File: config.mk
export PLATFORM = sky130hd
export DESIGN_NAME = shcl_out_fifo
export DESIGN_NICKNAME = d
export VERILOG_FILES = /design/src/rtl/shcl_pkg.sv /design/src/rtl/shcl_out_fifo.sv
export SDC_FILE = /design/constraint.sdc
export NUM_CORES = 1
export LEC_CHECK = 0
export BUFFER_PORTS_ARGS = -buffer_cell sky130_fd_sc_hd__buf_4
export CAP_MARGIN = 5
export CELL_PAD_IN_SITES_DETAIL_PLACEMENT = 1
export CELL_PAD_IN_SITES_GLOBAL_PLACEMENT = 2
export CORE_MARGIN = 2
export CORE_UTILIZATION = 42
export CTS_CLUSTER_DIAMETER = 50
export DETAILED_ROUTE_END_ITERATION = 8
export GPL_ROUTABILITY_DRIVEN = 0
export PLACE_DENSITY = 0.93
export SETUP_SLACK_MARGIN = 0.4
export SYNTH_ARGS = -nofsm -noshare
export SYNTH_HDL_FRONTEND = slang
export SYNTH_SLANG_ARGS = --single-unit
File: constraint.sdc
create_clock -name clk -period 5.37 [get_ports clk]
set_clock_uncertainty 0.2 [all_clocks]
set_input_delay 0.537 -clock clk [delete_from_list [all_inputs] [get_ports clk]]
set_output_delay 0.537 -clock clk [all_outputs]
set_load 0.01 [all_outputs]
File: src/rtl/shcl_pkg.sv
// Package with token codes, character constants and shared types of the command lexer.
`timescale 1ns / 1ps
`default_nettype none

package shcl_pkg;

  // Default limit on the number of characters kept for one word.
  localparam int MaxWordCharsDefault = 1023;

  typedef enum logic [3:0] {
    KIND_CHAR       = 4'd0,
    KIND_WORD_END   = 4'd1,
    KIND_PIPE       = 4'd2,
    KIND_INPUT      = 4'd3,
    KIND_OUTPUT     = 4'd4,
    KIND_APPEND     = 4'd5,
    KIND_BACKGROUND = 4'd6,
    KIND_SEMICOLON  = 4'd7,
    KIND_END        = 4'd8
  } token_kind_t;

  typedef enum logic [1:0] {
    QUOTE_NONE   = 2'd0,
    QUOTE_SINGLE = 2'd1,
    QUOTE_DOUBLE = 2'd2
  } quote_mode_t;

  localparam logic [7:0] CHAR_TAB     = 8'h09;
  localparam logic [7:0] CHAR_CR      = 8'h0D;
  localparam logic [7:0] CHAR_SPACE   = 8'h20;
  localparam logic [7:0] CHAR_DQUOTE  = 8'h22;
  localparam logic [7:0] CHAR_AMP     = 8'h26;
  localparam logic [7:0] CHAR_SQUOTE  = 8'h27;
  localparam logic [7:0] CHAR_SEMI    = 8'h3B;
  localparam logic [7:0] CHAR_LESS    = 8'h3C;
  localparam logic [7:0] CHAR_GREATER = 8'h3E;
  localparam logic [7:0] CHAR_PIPE    = 8'h7C;

  // Running lexer state, apart from the word length.
  typedef struct packed {
    logic        in_word;
    quote_mode_t quote_mode;
    logic        pending_greater;
  } lex_state_t;

  // Up to two tokens produced by one item.
  typedef struct packed {
    logic [1:0]  count;
    token_kind_t kind0;
    logic [7:0]  char0;
    token_kind_t kind1;
    logic [7:0]  char1;
  } step_out_t;

  // One queued result.
  typedef struct packed {
    token_kind_t kind;
    logic [7:0]  word_char;
    logic        last;
  } result_t;

endpackage

`default_nettype wire

File: src/rtl/shcl_out_fifo.sv
// Four-entry result queue that takes up to two tokens per cycle and gives one per cycle unless stalled.
`timescale 1ns / 1ps
`default_nettype none

module shcl_out_fifo (
  input  wire logic                 clk,
  input  wire logic                 rst,
  input  wire logic                 push,
  input  wire shcl_pkg::step_out_t  tokens,
  output logic                      room,
  output logic                      token_valid,
  input  wire logic                 token_stall,
  output logic [3:0]                token_kind,
  output logic [7:0]                word_char,
  output logic                      last
);
  import shcl_pkg::*;

  localparam int Depth = 4;
  localparam int PtrW  = $clog2(Depth);
  localparam int CntW  = $clog2(Depth + 1);

  result_t         entries [Depth];
  logic [PtrW-1:0] wr_ptr;
  logic [PtrW-1:0] rd_ptr;
  logic [CntW-1:0] count;
  logic [CntW-1:0] count_next;
  logic [1:0]      push_n;
  logic            pop;
  logic [PtrW-1:0] wr_ptr_plus1;

  assign push_n       = push ? tokens.count : 2'd0;
  assign pop          = token_valid && !token_stall;
  assign wr_ptr_plus1 = wr_ptr + 1'b1;
  assign count_next   = count + CntW'(push_n) - CntW'(pop);

  // Two free slots are needed before the next item may be processed.
  assign room        = (count <= CntW'(Depth - 2));
  assign token_valid = (count != '0);
  assign token_kind  = entries[rd_ptr].kind;
  assign word_char   = entries[rd_ptr].word_char;
  assign last        = entries[rd_ptr].last;

  always_ff @(posedge clk) begin
    if (push_n != 2'd0) begin
      entries[wr_ptr] <= '{kind: tokens.kind0, word_char: tokens.char0,
                           last: (tokens.count == 2'd1)};
    end
    if (push_n == 2'd2) begin
      entries[wr_ptr_plus1] <= '{kind: tokens.kind1, word_char: tokens.char1, last: 1'b1};
    end
  end

  always_ff @(posedge clk) begin
    if (rst) begin
      wr_ptr <= '0;
      rd_ptr <= '0;
      count  <= '0;
    end else begin
      wr_ptr <= wr_ptr + PtrW'(push_n);
      if (pop) begin
        rd_ptr <= rd_ptr + 1'b1;
      end
      count <= count_next;
    end
  end

endmodule

`default_nettype wire

; ---- After elaboration in Yosys (flattened, before gate mapping)
; Memory sizes are Yosys's and may differ from the RTL's. A register that Yosys moved wholly into a read port is not among the register bits.
; Index checks and enable logic that the tools add are counted.
[word_totals]
n_memories = 1
ram_bits = 52
word_cells = 23
output_inout_bits = 15
reg_bits = 7
[op_classes]
n_addsub = 5
eq_ne = 2
magnitude_cmp = 1
mux = 7
n_reduce_logical = 4
[mem_list]
columns = memory, words, word_bits, rd, rd_clocked_by_memory_dff, write_ports, line
row1 = entries, 4, 13, 1, 1, 2, shcl_out_fifo.sv:23  ; result_t entries [Depth];
[op_table]
columns = op, count
row1 = $mux 2, 3
row2 = $add 2x1->2 const B, 2
row3 = $mux 1, 4
row4 = $add 3x2->3, 1
row5 = $le 3x2->1 const B, 1
row6 = $reduce_bool 3->1, 1
row7 = $sub 3x1->3, 1
row8 = $add 2x2->2, 1
row9 = $eq 2x1->1 const B, 1
row10 = $eq 2x2->1 const B, 1
row11 = $reduce_bool 2->1, 1
row12 = $logic_and 1x1->1, 1
row13 = $logic_not 1->1, 1

; ---- Logic depth before layout (Yosys ltp)
; Gate-level depths: netlist of the first run.
[logic_depth]
word_depth = 4
depth_mapped = 10
depth_no_buf = 10

; ---- Least setup slack after synthesis of the first run
; OpenSTA, ideal clock, no wires.
[synth_path]
path_kind = register -> register
from = register count[2]
to = register count[2]
arrival_ns = 1.956
t_required_ns = 5.055
path_buffers = 0
period_less_slack_ns = 2.271
setup_ns = 0.115
path_stages_with_launch = 11
path_slack_ns = 3.099
path_cell_list = dfxtp_1 -> nor3_1 -> nor2_1 -> ha_1 -> inv_1 -> ha_1 -> inv_1 -> fa_1 -> xnor2_1 -> xnor2_1 -> nor2_1
[synth_between]
elab_chain_cells = 3
word_cells_on_any_way = 4
classes_between = add/sub: 2 / reduce/logical: 2
[synth_lines]
columns = element, line
row1 = "start, declared", shcl_out_fifo.sv:26  ; logic [CntW-1:0] count;
row2 = "start signal, assigned", shcl_out_fifo.sv:64  ; count <= count_next;
row3 = $reduce_bool 3->1, shcl_out_fifo.sv:39  ; assign token_valid = (count != '0);
row4 = $logic_and 1x1->1, shcl_out_fifo.sv:33  ; assign pop = token_valid && !token_stall;
row5 = net pop, shcl_out_fifo.sv:29  ; logic pop;
row6 = $sub 3x1->3, shcl_out_fifo.sv:35  ; assign count_next = count + CntW'(push_n) - CntW'(pop);
; The timed path passes the listed nets, and every way through them passes these cells.
; A chain may end at the register's enable or synchronous reset.

==> reports/results.md, run 1 <==
| Quantity | Reported |
| --- | --- |
| Met1 Track Usage GR | 26.0% |
| Share of flip-flops with an asynchronous set or reset | 0% |
| Fin util | 51.5% |
| Antenna fix cells | 0 |
| Outcome | finished, final reports clean |
| Number of fillers in the final layout | 696 |
| Slowest Stage Delay on Critical Path | 0.91 ns |
| GR Util All Layers | 20.5% |
| Area taken by flip-flops and latches | 1700 sq um |
| Global route hottest layer | met2 |
| Worst Path Buf+Inv | 1 |
| Insertion delay to the later sink of the worst-skew pair | 0.34 ns |
| H-Tree Level Count | 3 |
| Initial core utilization | 43.2% |
| Detail Route Antenna Nets | 0 |
| Start-to-end type of the worst setup path | flip-flop to output port |
| Met2 Usage GRT | 33.5% |
| Core area | 6760 sq um |
| Area overhead of the layout relative to synthesis | 19.2% |
| Yosys reg bits | 61 |
| Met3 Resource Use GR | 4.74% |
| Number of pins with negative max-slew slack in the final report | 0 |
| Via count of the first global-routing pass | 2069 |
| Type of the most critical hold path | input port to flip-flop |
| Post-Syn Instances | 201 |
| Count of unique library cells instantiated by Yosys | 33 |
| Number of sinks handled by clock tree synthesis | 61 |
| Clock transition at the register clock pins on the worst setup and hold paths after CTS | 0.07 ns |
| Area of the die | 7640 sq um |
| Area of combinational cells with multiple inputs | 1110 sq um |
| Pin count of the biggest net entering global routing | 16 |
| Delay-heaviest family, CP | flip-flops |
| Final nets | 280 |
| Share of the cycle needed by the critical path after routing | 52.3% |
| Number of buffers created by CTS | 9 |
| Max clock buf depth | 2 |
| Most frequently used flop master after synthesis | sky130_fd_sc_hd__edfxtp_1 |
| Synthesized area per cell | 14.5 sq um |
| List of cells traversed by the critical path | mux4_2 -> buf_4 |
| Gates resized, CTS repair | 0 |
| Clock tree from TritonCTS | done |
| Total of buffers placed on input and output ports | 44 |
| Post-synth top area cell | sky130_fd_sc_hd__edfxtp_1 |
| Share of synthesized area occupied by flip-flops and latches | 58.3% |
| Final total negative setup slack | 0 ns |
| Number of max-cap violations | 0 |
| Fmax | 0.356 GHz |
| Largest cells by area after synthesis | sky130_fd_sc_hd__edfxtp_1 49%, sky130_fd_sc_hd__a22o_1 14%, sky130_fd_sc_hd__mux4_2 10% |
| Standard-cell row count | 30 |
| Total grt overflow | 0 |
| Post-Syn Nets | 236 |
| Slew @ Worst Pin | 0.993 ns |
| Detailed placer's ending HPWL | 5.01 mm |
| Element type at the critical path end | output port |
| Power per Cell Area | 383 nW/um^2 |
| Final worst hold slack | 0.212 ns |
| Worst-path cell with the longest stage delay | sky130_fd_sc_hd__dfxtp_1 |
| # DRC | 0 |
| Number of warning messages in the yosys log | 0 |
| Number of hold violations in the final report | 0 |
| Worst relative slew slack | 33.4% |
| Post-CTS Hold Fix Bufs | 0 |
| Period minus WS final | 2.81 ns |
| Leak Pwr | 0.00129 uW |
| Endpoints failing setup | 0 |
| Total via count after detailed routing | 1982 |
| Number of optimization iterations in the first detailed-route pass | 4 |
| CP max FO | 13 |
| Global-route wire length before repair | 11.3 mm |
| Detailed-route wire length per cell | 22.3 um |
| Type of element launching the critical path | flip-flop |
| Vias per cell | 6.01 |
| Number of enable flip-flop cells after synthesis | 48 |
| Share of cells above drive strength 1 | 32.0% |
| Root buf cell | sky130_fd_sc_hd__clkbuf_8 |
| Worst vdd ir | 156 uV |
| # IOs | 45 |
| Drt first-iter violations | 126 |
| Number of post-CTS setup repair buffers | 0 |
| Synth top area share | 49.4% |
| Worst EP arrival | 2.07 ns |
| Die width | 87.4 um |
| Die Ht | 87.4 um |
| Required arrival time at the worst endpoint | 4.63 ns |
| Routed Wire Length | 7.37 mm |
| Synth cell count leaders | 48 x sky130_fd_sc_hd__a22o_1, 48 x sky130_fd_sc_hd__edfxtp_1, 13 x sky130_fd_sc_hd__dfxtp_1, 13 x sky130_fd_sc_hd__mux4_2, 9 x sky130_fd_sc_hd__buf_2 |
| Number of antenna violations at the first check in global routing | 0 |
| Unrepaired setup endpoints after global routing | false |
| Total standard cell area after synthesis | 2920 sq um |
-- report_power, final --
group / switching [uW] / internal [uW]
Sequential: 53.3 / 562
Combinational: 145 / 177
Clock: 182 / 211
-- cell families (layout without fill, tap and decap cells) --
group / after synthesis / in the layout / synth area share [%]
mux: 13 / 13 / 10.0
simple gates: 32 / 32 / 6.86
flops: 61 / 61 / 58.3
buf+inv: 22 / 71 / 3.64
xor+xnor: 4 / 4 / 1.20
compound gates: 64 / 64 / 17.6
fa+ha+maj: 5 / 5 / 2.40
-- state kept, by name, indices dropped and copies added (netlist names), named ones only --
register  cells
entries      52
rd_ptr        2
wr_ptr        2
count         3
-- per-layer routing --
| metal | up-vias | routed length, um |
|---|---|---|
| met5 | - | 0 |
| met4 | 0 | 129 |
| met3 | 12 | 451 |
| met2 | 62 | 3680 |
| met1 | 1006 | 3100 |
| li1 | 902 | - |
-- path summary, 6_finish.rpt --
path / start / endpoint / slack [ns] / cells past startpoint
setup / recovery: flip-flop / word_char[5] / 2.56 / 2
hold / removal: rst / count[1] / 0.21 / 2
setup reg to reg: wr_ptr[0] / entries[1][1] / 2.69 / 3
hold reg to reg: entries[2][0] / entries[2][0] / 0.29 / 1
-- metrics by stage --
step / std cells / setup WS, ns / cell area [sq um] / total power [uW]
floorplan: 201 / 3.10 / 2920 / 808
finish: 330 / 2.56 / 3480 / 1330
global route: 330 / 2.41 / 3480 / 1400
global placement: 314 / 2.66 / 3300 / 933
CTS: 330 / 2.51 / 3480 / 1340
detailed placement: 314 / 2.63 / 3300 / 953
-- layout by cell type (no fill, tap or decap), types with 3 or more instances in the layout --
cell | synthesis | final
sky130_fd_sc_hd__edfxtp_1 | 48 | 48
sky130_fd_sc_hd__buf_4 | 1 | 47
sky130_fd_sc_hd__xnor2_1 | 4 | 4
sky130_fd_sc_hd__o21ai_0 | 5 | 5
sky130_fd_sc_hd__clkbuf_8 | 0 | 9
sky130_fd_sc_hd__dfxtp_1 | 13 | 13
sky130_fd_sc_hd__inv_1 | 8 | 8
sky130_fd_sc_hd__or2_2 | 3 | 3
sky130_fd_sc_hd__ha_1 | 4 | 4
sky130_fd_sc_hd__a22o_1 | 48 | 48
sky130_fd_sc_hd__mux4_2 | 13 | 13
sky130_fd_sc_hd__nor2b_1 | 3 | 3
sky130_fd_sc_hd__nand2_1 | 3 | 3
sky130_fd_sc_hd__nor2_1 | 7 | 7
sky130_fd_sc_hd__a21oi_1 | 7 | 7
-- area by class of cell --
type | count | share of cell area [%]
clock buffer | 11 | 3.78
clock inverter | 5 | 1.47
inverter | 8 | 0.863
multi-input combinational | 118 | 32.0
sequential | 61 | 48.9
tap | 80 | 2.88
timing repair buffer | 47 | 10.1
(Power assumes the default switching activity.)
==> run 2, diff against run 1 <==
CORE_UTILIZATION = 39   (was 42)
PLACE_DENSITY = 0.88   (was 0.93)
clock period = 2.6 ns   (was 5.37 ns; I/O delays follow)
==> run 2 against run 1 <==
Net effect:
- sequential power rose by 100%
- global-route usage shrank 1.7 points
- cell count is 9.7% higher
- non-clock buffer count is 13 higher
- die area up 7.3%
- final area grew 5.3%
- first-iteration DRC count decreased by 40%
- total power increased by 120%
- worst setup slack got worse by 2.1 ns
- register-to-register slack worse by 2.2 ns
- utilization shrank 0.97 points
- flip-flop and latch count stayed put
==> reports/results.md, run 2 (synthesis results as in run 1) <==
| Quantity | Reported | Change |
| --- | --- | --- |
| Area overhead of the layout relative to synthesis | 25.5% |  |
| Cells on Worst Hold Path | 2 | unchanged |
| Number of pins with negative max-slew slack in the final report | 0 | unchanged |
| Share of the cycle needed by the critical path after routing | 82.4% |  |
| Initial core utilization | 40.3% | -3.0 points |
| Reg2reg setup slack | 0.46 ns | -2.23 ns |
| Tot Pwr | 2980 uW | +120% |
| Number of optimization iterations in the first detailed-route pass | 4 | unchanged |
| Fmax | 0.467 GHz |  |
| Most frequent standard cell in the layout excluding fill and tap cells | sky130_fd_sc_hd__buf_4 |  |
| Type of element launching the critical path | flip-flop |  |
| Die width | 90.5 um | +3.6% |
| Least setup slack across all paths after layout | 0.459 ns | -2.10 ns |
| Power per Cell Area | 813 nW/um^2 | +110% |
| Global-route wire length before repair | 11.8 mm | +4.0% |
| Insertion delay to the later sink of the worst-skew pair | 0.33 ns | about the same |
| Final nets | 293 | +4.6% |
| # IOs | 45 | unchanged |
| Slew @ Worst Pin | 0.375 ns | -0.619 ns |
| Hold Crit Endpoint | entries[0][0] |  |
| Total via count after detailed routing | 2039 | +2.9% |
| Number of cells on the worst reg-to-reg path | 10 | +7 |
| CP max FO | 3 | -10 |
| Detailed-route wire length per cell | 20.7 um | -7.2% |
| Final total negative setup slack | 0 ns | unchanged |
| Via count of the first global-routing pass | 2216 | +7.1% |
| Clock transition at the register clock pins on the worst setup and hold paths after CTS | 0.07 ns | about the same |
| Antenna fix cells | 0 | unchanged |
| Register containing the most flip-flops in the final layout | entries |  |
| Vias per cell | 5.63 | -6.2% |
| Pin count of the biggest net entering global routing | 16 | unchanged |
| Required arrival time at the worst endpoint | 2.62 ns | -2.01 ns |
| H-Tree Level Count | 3 | unchanged |
| Capture instance of the worst register-to-register path | count[2] |  |
| Worst relative slew slack | 74.7% | +41 points |
| Root buf cell | sky130_fd_sc_hd__clkbuf_8 |  |
| Endpoints failing setup | 0 | unchanged |
| Final instance count without filler cells | 362 | +9.7% |
| Total grt overflow | 0 | unchanged |
| Worst vdd ir | 262 uV | +68% |
| Leak Pwr | 0.00138 uW | +7.2% |
| Max reg flops | 52 | unchanged |
| Total of buffers placed on input and output ports | 44 | unchanged |
| Die Ht | 90.5 um | +3.6% |
| Number of antenna violations at the first check in global routing | 0 | unchanged |
| Outcome | finished, final reports clean |  |
| Drt first-iter violations | 76 | -40% |
| GR Util All Layers | 18.9% | -1.7 points |
| Worst EP arrival | 2.17 ns | +0.10 ns |
| Reg2reg start | count[1] |  |
| Number of max-cap violations | 0 | unchanged |
| Detailed placer's ending HPWL | 4.88 mm | -2.5% |
| Number of buffers created by CTS | 9 | unchanged |
| Element type at the critical path end | flip-flop |  |
| Period minus WS final | 2.14 ns |  |
| Biggest registers after layout | entries (52), count (3) |  |
| Start-to-end type of the worst setup path | flip-flop to flip-flop |  |
| Clock tree from TritonCTS | done |  |
| Max clock buf depth | 2 | unchanged |
| Worst slack after detailed placement | 0.220 ns | -2.41 ns |
| Number of hold violations in the final report | 0 | unchanged |
| Type of the most critical hold path | input port to flip-flop |  |
| Core area | 7250 sq um | +7.4% |
| # DRC | 0 | unchanged |
| Start point of the worst hold path | tokens[25] |  |
| Routed Wire Length | 7.50 mm | +1.8% |
| Number of sinks handled by clock tree synthesis | 61 | unchanged |
| Standard-cell row count | 31 | +3.3% |
| Share of cells above drive strength 1 | 38.4% | +6.4 points |
| Unrepaired setup endpoints after global routing | true |  |
| Count of placed standard cells including taps | 342 | +8.9% |
| Area of the die | 8200 sq um | +7.3% |
| Detail Route Antenna Nets | 0 | unchanged |
| Commonest non-fill, non-tap cells in the layout | 58 x sky130_fd_sc_hd__buf_4, 48 x sky130_fd_sc_hd__a22o_1, 48 x sky130_fd_sc_hd__edfxtp_1 |  |
[run 2: changes by cell type in the layout (fill, tap and decap cells not counted), moves of 2 or more]
cell,change
sky130_fd_sc_hd__buf_4,+11
sky130_fd_sc_hd__clkbuf_1,-2
sky130_fd_sc_hd__dfxtp_1,-4
sky130_fd_sc_hd__dfxtp_2,+4
[run 2: routing by layer]
metal | share of wire (%) | global-route usage [%]
met5 | 0 | 0
met4 | 2.3 | 11.2
met3 | 4.8 | 3.42
met2 | 51 | 31.7
met1 | 42 | 22.6
[run 2: final cells by class]
type                    instances  area, sq um
flip-flops and latches         61         1710
fillers                       751         3590
clock inverters                 7         90.1
clock buffers                   9          124
inverters                       8         30.0
multi-input cells             118         1130
well taps                      99          124
repair buffers                 60          457
[run 2: where the power goes]
group / leakage, uW / switching, uW / total, uW / internal (uW)
Clock: 0.000107 / 387 / 922 / 535
Sequential: 0.000555 / 81.4 / 1250 / 1160
Combinational: 0.000719 / 365 / 810 / 445
Total: 0.00138 / 834 / 2980 / 2140
[run 2: worst max-delay path: stages (launching register included)]
cell and delay (ns):
sky130_fd_sc_hd__dfxtp_2 0.35, sky130_fd_sc_hd__nor3_4 0.20, sky130_fd_sc_hd__nor2_1 0.07, sky130_fd_sc_hd__ha_1 0.28, sky130_fd_sc_hd__inv_1 0.05, sky130_fd_sc_hd__ha_1 0.13, sky130_fd_sc_hd__inv_1 0.05, sky130_fd_sc_hd__fa_2 0.34
sky130_fd_sc_hd__xnor2_2 0.15, sky130_fd_sc_hd__xnor2_1 0.16, sky130_fd_sc_hd__nor2_1 0.06
[run 2: worst max path at each step]
stage | from | endpoint | depth (start not counted)
3_3_place_gp | count[2] | count[2] | 10
3_5_place_dp | count[2] | count[2] | 10
6_report | count[1] | count[2] | 10
2_1_floorplan | count[2] | count[2] | 10
5_1_grt | count[1] | count[2] | 10
4_1_cts | flip-flop | word_char[5] | 3
[run 2: repair_timing]
| item | in CTS | in global routing |
|---|---|---|
| hold buffers | 1 | 0 |
| endpoints found under the setup margin | 1 | 16 |
| setup buffers | 2 | 1 |
| pin swaps | 2 | 2 |
| hold endpoints to repair | 9 | 0 |
| cloned | 0 | 0 |
| resized for setup | 5 | 3 |
[run 2: per-stage QoR]
stage	instance area [sq um]	util, %	hold slack [ns]
final	3660	50.5	0.0363
after global placement	3390	46.8	0.260
after detailed placement	3390	46.8	0.271
after floorplan	2930	-	0.127
after global routing	3660	50.5	0.0432
after CTS	3650	50.3	0.0286
==> run 3, diff against run 2 <==
CORE_UTILIZATION = 36   (was 39)
PLACE_DENSITY = 0.86   (was 0.88)
clock period = 1.75 ns   (was 2.6 ns; I/O delays follow)
==> run 3 against run 2 <==
Net effect:
- the flow now finishes with violations (setup timing)
- global-route usage up 5.8 points
- utilization up 8.6 points
- final area is 26% higher
- cell count grew 19%
==> reports/results.md, run 3 (synthesis results as in run 1) <==
| Quantity | Reported | Change |
| --- | --- | --- |
| Outcome | finished, violations left |  |
| Violations in the final reports | setup timing |  |
| Drt first-iter violations | 216 | +180% |
| Root buf cell | sky130_fd_sc_hd__clkbuf_8 |  |
| Post-route cell area | 4620 sq um | +26% |
| Leak Pwr | 0.00176 uW | +28% |
| Start-to-end type of the worst setup path | flip-flop to flip-flop |  |
| Number of hold violations in the final report | 0 | unchanged |
| Detailed-route wire length per cell | 23.8 um | +15% |
| Share of cells above drive strength 1 | 50.5% | +12 points |
| Number of sinks handled by clock tree synthesis | 61 | unchanged |
| Total via count after detailed routing | 2412 | +18% |
| H-Tree Level Count | 3 | unchanged |
| Global-route wire length before repair | 15.7 mm | +33% |
| Startpoint of the most critical setup path | count[2] |  |
| Least setup slack across all paths after layout | -0.352 ns | -0.810 ns |
| Clock tree from TritonCTS | done |  |
| Core area | 7810 sq um | +7.6% |
| Standard-cell row count | 32 | +3.2% |
| # DRC | 0 | unchanged |
| # IOs | 45 | unchanged |
| Routed Wire Length | 10.2 mm | +36% |
| Power per Cell Area | 1050 nW/um^2 | +29% |
| Area of the die | 8850 sq um | +8.0% |
| Total grt overflow | 0 | unchanged |
| CP endpoint | count[2] |  |
| Element type at the critical path end | flip-flop |  |
| Worst EP arrival | 2.12 ns | -0.05 ns |
| Reg2reg setup slack | -0.35 ns | -0.81 ns |
| Cell Area, Placed | 3600 sq um | +6.2% |
| Max clock buf depth | 2 | unchanged |
| Register containing the most flip-flops in the final layout | entries |  |
| Slowest Stage Delay on Critical Path | 0.34 ns | about the same |
| Number of cells on the worst reg-to-reg path | 10 | unchanged |
| Worst relative slew slack | 70.4% | -4.3 points |
| Required arrival time at the worst endpoint | 1.77 ns | -0.85 ns |
| Slew @ Worst Pin | 0.442 ns | +0.0672 ns |
| Number of antenna violations at the first check in global routing | 0 | unchanged |
| Die width | 94.1 um | +3.9% |
| Worst-path cell with the longest stage delay | sky130_fd_sc_hd__dfxtp_2 |  |
| Tot Pwr | 4850 uW | +63% |
| Die Ht | 94.1 um | +3.9% |
| Levels on crit path | 10 | unchanged |
| Max reg flops | 52 | unchanged |
| Area overhead of the layout relative to synthesis | 58.2% |  |
| List of cells traversed by the critical path | nor3_4 -> nor2_1 -> ha_1 -> inv_2 -> ha_4 -> inv_2 -> fa_2 -> xnor2_2 -> xnor2_1 -> nor2_1 |  |
| Number of optimization iterations in the first detailed-route pass | 4 | unchanged |
| Number of pins with negative max-slew slack in the final report | 0 | unchanged |
| Detailed placer's ending HPWL | 5.39 mm | +10% |
| Total of buffers placed on input and output ports | 44 | unchanged |
| Detail Route Antenna Nets | 0 | unchanged |
| Vias per cell | 5.62 | -0.18% |
| Fmax | 0.476 GHz | +1.9% |
| Commonest non-fill, non-tap cells in the layout | 49 x sky130_fd_sc_hd__buf_4, 48 x sky130_fd_sc_hd__a22o_1, 48 x sky130_fd_sc_hd__edfxtp_1 |  |
| GR Util All Layers | 24.7% | +5.8 points |
| Initial core utilization | 37.4% | -2.9 points |
| Via count of the first global-routing pass | 2707 | +22% |
| Endpoints failing setup | 15 | +15 |
| Worst Path Buf+Inv | 2 | unchanged |
| Most frequent standard cell in the layout excluding fill and tap cells | sky130_fd_sc_hd__buf_4 |  |
| Capture instance of the worst register-to-register path | count[2] |  |
| Worst vdd ir | 776 uV | +200% |
| Delay-heaviest family, CP | adder cells |  |
| Clock transition at the register clock pins on the worst setup and hold paths after CTS | 0.07 ns | about the same |
| Number of max-cap violations | 0 | unchanged |
| Type of the most critical hold path | input port to flip-flop |  |
| Unrepaired setup endpoints after global routing | true |  |
| Pin count of the biggest net entering global routing | 13 | -3 |
| Final nets | 357 | +22% |
| Insertion delay to the later sink of the worst-skew pair | 0.33 ns | about the same |
| Number of fillers in the final layout | 768 | +2.3% |
| Number of buffers created by CTS | 9 | unchanged |
| Reg2reg start | count[2] |  |
| Period minus WS final | 2.10 ns | -0.0399 ns |
| Share of the cycle needed by the critical path after routing | 120% | +38 points |
| Antenna fix cells | 0 | unchanged |
| Biggest registers after layout | entries (52), count (3) |  |
| CP max FO | 2 | -1 |
| Type of element launching the critical path | flip-flop |  |
-- run 3: area by class of cell --
cell class / count / area (sq um) / area share, %
Sequential cell: 61 / 1720 / 37.2
Timing Repair Buffer: 120 / 1230 / 26.5
Clock buffer: 11 / 131 / 2.84
Multi-Input combinational cell: 122 / 1330 / 28.9
Clock inverter: 5 / 51.3 / 1.11
Inverter: 8 / 32.5 / 0.704
Tap cell: 102 / 128 / 2.76
-- run 3: layer usage --
metal  vias to the layer above  part of all wire (%)  track usage, %
li1                       1062                     -               -
met1                      1217                    39            29.6
met2                       111                    52            43.0
met3                        22                   5.6            4.65
met4                         0                   3.0            11.2
met5                         -                     0               0
-- run 3: how the worst min path moves through the flow --
stage / from / end / slack (ns) / depth (start not counted)
4_1_cts: tokens[25] / entries[0][0] / 0.04 / 3
3_3_place_gp: rst / wr_ptr[0] / 0.21 / 2
5_1_grt: tokens[25] / entries[0][0] / 0.03 / 3
2_1_floorplan: rst / flip-flop / 0.03 / 1
3_5_place_dp: rst / wr_ptr[1] / 0.22 / 2
6_report: tokens[25] / entries[0][0] / 0.04 / 3
-- run 3: stage by stage --
step	TNS (ns)	setup slack (ns)	util [%]	std cells	hold WS, ns
2_1_floorplan	-0.561	-0.353	-	201	0.0344
3_3_place_gp	-0.509	-0.330	46.2	358	0.212
3_5_place_dp	-0.630	-0.374	46.2	358	0.215
4_1_cts	-2.44	-0.323	57.8	425	0.0379
5_1_grt	-3.21	-0.487	59.2	429	0.0310
6_report	-2.39	-0.352	59.2	429	0.0363
-- run 3: worst register-to-register path, delay by kind of cell, from the launching register on --
| family | cells | cell delay [ns] |
|---|---|---|
| xor+xnor | 2 | 0.31 |
| simple gates | 3 | 0.31 |
| flops | 1 | 0.34 |
| fa+ha+maj | 3 | 0.74 |
| buf+inv | 2 | 0.11 |
-- run 3: power by group --
part           total, uW  switching (uW)  internal [uW]
Combinational       1760             726           1040
Sequential          1860             122           1740
Clock               1230             584            650
Total               4850            1430           3420
-- run 3: what timing repair did --
item / in CTS / in global routing
hold buffers: 25 / 0
pin swaps: 26 / 15
setup buffers: 17 / 4
gates cloned: 9 / 0
resized for setup: 64 / 21
endpoints found under the hold margin: 56 / 0
setup endpoints to repair: 118 / 124
